[src/hdl/mmcs_pkg.sv]
// Package: shared constants and types of the min-max contrast stretch unit.
package mmcs_pkg;

  localparam int unsigned MaxWidthDef  = 1024;
  localparam int unsigned MaxHeightDef = 1024;
  localparam int unsigned PixelBitsDef = 16;

  localparam int unsigned GrayW = 16;
  localparam int unsigned DimW  = 11;
  localparam int unsigned DataW = 16;

  // Configuration register indexes
  localparam logic [1:0] RegMaxGray = 2'd0;
  localparam logic [1:0] RegWidth   = 2'd1;
  localparam logic [1:0] RegHeight  = 2'd2;

  // Input action codes
  localparam logic ActLoad = 1'b0;
  localparam logic ActEmit = 1'b1;

  // Divider request: numerator, scale, divisor, flags
  typedef struct packed {
    logic [GrayW-1:0] num;
    logic [GrayW-1:0] gray;
    logic [GrayW-1:0] diff;
    logic             flat;
    logic             last;
  } div_req_t;

endpackage

[src/hdl/mmcs_divider.sv]
// Divider: multiply num by gray, then restoring division one bit per cycle.
module mmcs_divider import mmcs_pkg::*; (
  input  logic             clk_i,
  input  logic             rst_ni,
  input  logic             start_i,
  input  div_req_t         req_i,
  output logic             busy_o,
  output logic             done_o,
  output logic [GrayW-1:0] quot_o,
  output logic             flat_o,
  output logic             last_o
);

  localparam int unsigned ProdW = 2 * GrayW;
  localparam int unsigned CntW  = $clog2(ProdW + 1);

  logic             busy_q, busy_d;
  logic             done_q, done_d;
  logic             mul_q, mul_d;
  logic [CntW-1:0]  cnt_q, cnt_d;
  logic [ProdW-1:0] dvd_q, dvd_d;
  logic [GrayW:0]   rem_q, rem_d;
  logic [GrayW-1:0] dvs_q, a_q, b_q;
  logic             flat_q, last_q;
  logic [GrayW:0]   shifted;

  assign shifted = {rem_q[GrayW-1:0], dvd_q[ProdW-1]};

  // Sequencer: a multiply step, then one quotient bit per cycle
  always_comb begin
    busy_d = busy_q;
    done_d = 1'b0;
    mul_d  = 1'b0;
    cnt_d  = cnt_q;
    dvd_d  = dvd_q;
    rem_d  = rem_q;
    if (start_i && !busy_q) begin
      busy_d = 1'b1;
      mul_d  = 1'b1;
    end else if (mul_q) begin
      dvd_d = a_q * b_q;
      rem_d = '0;
      cnt_d = CntW'(ProdW);
    end else if (busy_q) begin
      if (shifted >= {1'b0, dvs_q}) begin
        rem_d = shifted - {1'b0, dvs_q};
        dvd_d = {dvd_q[ProdW-2:0], 1'b1};
      end else begin
        rem_d = shifted;
        dvd_d = {dvd_q[ProdW-2:0], 1'b0};
      end
      cnt_d = cnt_q - 1'b1;
      if (cnt_q == CntW'(1)) begin
        busy_d = 1'b0;
        done_d = 1'b1;
      end
    end
  end

  always_ff @(posedge clk_i or negedge rst_ni) begin
    if (!rst_ni) begin
      busy_q <= 1'b0;
      done_q <= 1'b0;
      mul_q  <= 1'b0;
      cnt_q  <= '0;
    end else begin
      busy_q <= busy_d;
      done_q <= done_d;
      mul_q  <= mul_d;
      cnt_q  <= cnt_d;
    end
  end

  // Operand and quotient registers
  always_ff @(posedge clk_i) begin
    dvd_q <= dvd_d;
    rem_q <= rem_d;
    if (start_i && !busy_q) begin
      a_q    <= req_i.flat ? '0 : req_i.num;
      b_q    <= req_i.gray;
      dvs_q  <= req_i.flat ? GrayW'(1) : req_i.diff;
      flat_q <= req_i.flat;
      last_q <= req_i.last;
    end
  end

  assign busy_o = busy_q;
  assign done_o = done_q;
  assign quot_o = dvd_q[GrayW-1:0];
  assign flat_o = flat_q;
  assign last_o = last_q;

  done_after_busy_a: assert property (@(posedge clk_i) disable iff (!rst_ni)
    done_q |-> $past(busy_q)) else $error("done without busy");
  no_start_busy_a: assert property (@(posedge clk_i) disable iff (!rst_ni)
    $rose(busy_q) |=> mul_q == 1'b0) else $error("multiply phase too long");
  quot_fits_a: assert property (@(posedge clk_i) disable iff (!rst_ni)
    done_q |-> dvd_q[ProdW-1:GrayW] == '0) else $error("quotient overflow");

endmodule

[config.mk]
export PLATFORM = sky130hd
export DESIGN_NAME = mmcs_divider
export DESIGN_NICKNAME = d
export VERILOG_FILES = /design/src/hdl/mmcs_pkg.sv /design/src/hdl/mmcs_divider.sv
export SDC_FILE = /design/constraint.sdc
export NUM_CORES = 1
export LEC_CHECK = 0
export ABC_AREA = 1
export BUFFER_PORTS_ARGS = -buffer_cell sky130_fd_sc_hd__buf_4
export CAP_MARGIN = 20
export CORE_MARGIN = 2
export CORE_UTILIZATION = 69
export DETAILED_ROUTE_END_ITERATION = 6
export GPL_ROUTABILITY_DRIVEN = 0
export PLACE_DENSITY = 0.92
export SLEW_MARGIN = 20
export SYNTH_ARGS = -nofsm -noshare
export SYNTH_HDL_FRONTEND = slang
export SYNTH_SLANG_ARGS = --single-unit
[constraint.sdc]
create_clock -name clk_i -period 12.2 [get_ports clk_i]
set_clock_uncertainty 0.2 [all_clocks]
set_input_delay 2.44 -clock clk_i [delete_from_list [all_inputs] [get_ports clk_i]]
set_output_delay 2.44 -clock clk_i [all_outputs]
set_load 0.02 [all_outputs]
==> flow_summary_export.csv <==
group,metric,value,unit
detailed_routing,first_pass_iters,7,
sta,fin_crit_sh,0.521,
synth,ys.warnings.count,0,
placement,io_buffers,72,
die,die_y,150,um
clock_tree,cts_buffers,9,
sta,worst_pin_slew,0.905,ns
die,initial_core_util,0.703,
detailed_routing,ant_nets,0,
status,violations,"DRC",
placement,placed_cells,2182,
placement,post-place-ws,5.96,ns
clock_tree,path_clk_slew,0.08,ns
die,die-area,0.0225,mm2
cells_and_area,final_cell_mix,"nand2_1 (574), inv_1 (517), fa_1 (195)",
synth,synth_enable_flop_cells,98,
setup_path,cp-end-kind,"flop",
die,die_w,150,um
clock_tree,clk_path_buf_depth,2,
clock_tree,postCtsSetupRepairBufs,0,
cells_and_area,nets,2288,
sta,worst_slew_margin_rel,0.396,
cells_and_area,synthToLayoutAreaGrowth,5.34,%
sta,fin_ws,5.84,ns
setup_path,worstPathMaxFanout,16,
cells_and_area,final_cells,2198,
detailed_routing,vias,12300,
die,std_cell_rows,53,
synth,synth_area_per_cell,7.64,um2
setup_path,worst-setup-path-type,"reg -> reg",
sta,setup_viol,0,
sta,fin_tns_setup,0,ns
global_route,grt_pass1_wl,59800,um
synth,synthArstFlopShare,0.0841,
global_route,antenna_found_initial,0,
sta,min_period,6.36,ns
cells_and_area,layout_commonest_cell,"nand2_1",
detailed_routing,viasPerCell,5.58,
sta,slew_violations,0,
flow_run,cap_viol_max_count,0,
synth,syn-num-nets,2297,
setup_path,cp-start-kind,"flop",
sta,hold_violations,0,
synth,synthFlopType,"edfxtp_1",
setup_path,required,12.08,ns
synth,ys_seq_elements,107,
die,core_area,0.0210,mm2
detailed_routing,routed_wirelength,36100,um
synth,synth_area,0.0147,mm2
sta,whs,0.283,ns
die,ioPinCount,73,
detailed_routing,drt_iter0_markers,1098,
global_route,grt_usage,0.340,
global_route,grt_pass1_vias,12800,
global_route,grt_max_degree,61,
status,outcome,"finished, violations left",
setup_path,cp_data_arrival_time,6.24,ns
detailed_routing,drc,39,
hold_path,hp-class,"reg -> reg",
clock_tree,htreeDepth,3,
clock_tree,clock_tree.root_cell,"clkbuf_16",
clock_tree,cts.sinks,107,
clock_tree,insertion_delay,0.37,ns
placement,dp_hpwl,27700,um
sta,rsz0062_at_grt,"no",
synth,synth_cell_type_count,37,
sta,fmax,157,MHz
clock_tree,cts_resized,0,
detailed_routing,detail_route.wl_per_cell,16.4,um
clock_tree,cts_tree,"done",
synth,netlist_instances,1927,
cells_and_area,antenna_cells,0,
clock_tree,postCtsHoldBufs,0,
cells_and_area,drive_gt1_frac,0.0525,
global_route,grt_overflow,0,
synth,ys_seq_area_frac,0.215,
synth_stat cells, types with 13 or more instances:
cell / number / area, um2
inv_1: 518 / 1940
xnor2_1: 13 / 114
a21oi_1: 33 / 165
nand3_1: 59 / 295
clkbuf_1: 73 / 274
nor2_1: 127 / 477
o21ai_0: 26 / 130
edfxtp_1: 98 / 2940
fa_1: 195 / 3900
ha_1: 122 / 1530
nand2_1: 574 / 2150
buf_4: 16 / 120
through the flow:
stage / area, um2 / util
global placement: 15200 / 0.725
detailed placement: 15200 / 0.725
global route: 15500 / 0.740
CTS: 15500 / 0.740
finish: 15500 / 0.740
floorplan: 14700 / -
logic make-up (layout without fill, tap and decap cells):
logic type | after synthesis | after routing | share of synthesized area
compound gates | 77 | 77 | 0.0277
xor+xnor | 24 | 24 | 0.0143
fa+ha+maj | 317 | 317 | 0.369
buf+inv | 613 | 609 | 0.162
flops | 107 | 107 | 0.215
simple gates | 789 | 789 | 0.212
state kept, by name, summed over array words and instances (netlist names):
name    flops
a_q        16
mul_q       1
done_o      1
b_q        16
dvs_q      16
dvd_q      32
rem_q      16
flat_o      1
busy_o      1
cnt_q       6
last_o      1
metal layers:
layer / GRT usage / vias to the layer above / wire, um
li1: - / 5560 / -
met1: 0.417 / 5778 / 13000
met2: 0.580 / 778 / 17700
met4: 0.144 / 0 / 1500
met5: 0 / - / 0
met3: 0.0780 / 147 / 3850
worst max-delay path: stages, from the launching register on:
cell and delay, ns:
edfxtp_1 0.88, nand2_1 0.19, fa_1 0.53, fa_1 0.51, fa_1 0.52, inv_1 0.05
fa_1 0.52, fa_1 0.55, inv_1 0.05, fa_1 0.54, inv_1 0.05, ha_1 0.37
nand2_1 0.12, nor2_1 0.32, nand3_1 0.13, nand3b_1 0.21, xnor2_1 0.19, o21ai_0 0.14
final timing paths:
path | start | to | slack (ns) | depth (start not counted)
setup / recovery | b_q[2] | dvd_q[15] | 5.84 | 17
hold / removal | cnt_q[5] | done_o | 0.28 | 1
setup reg to reg | b_q[2] | dvd_q[15] | 5.84 | 17
hold reg to reg | cnt_q[5] | done_o | 0.28 | 1
max in group asynchronous | rst_ni | cnt_q[5] | 9.98 | 1
min in group asynchronous | rst_ni | cnt_q[3] | 1.67 | 1
cell type report:
cell class	instances	area, um2
Multi-Input combinational cell	1207	9180
Fill cell	1403	5440
Sequential cell	107	3170
Inverter	519	1950
Timing Repair Buffer	74	556
Tap cell	275	344
Clock buffer	10	229
Clock inverter	6	83.8
Power is left out: the tool's default activity adds up to more than one toggle a clock period on the data nets, which glitch-free logic cannot reach.
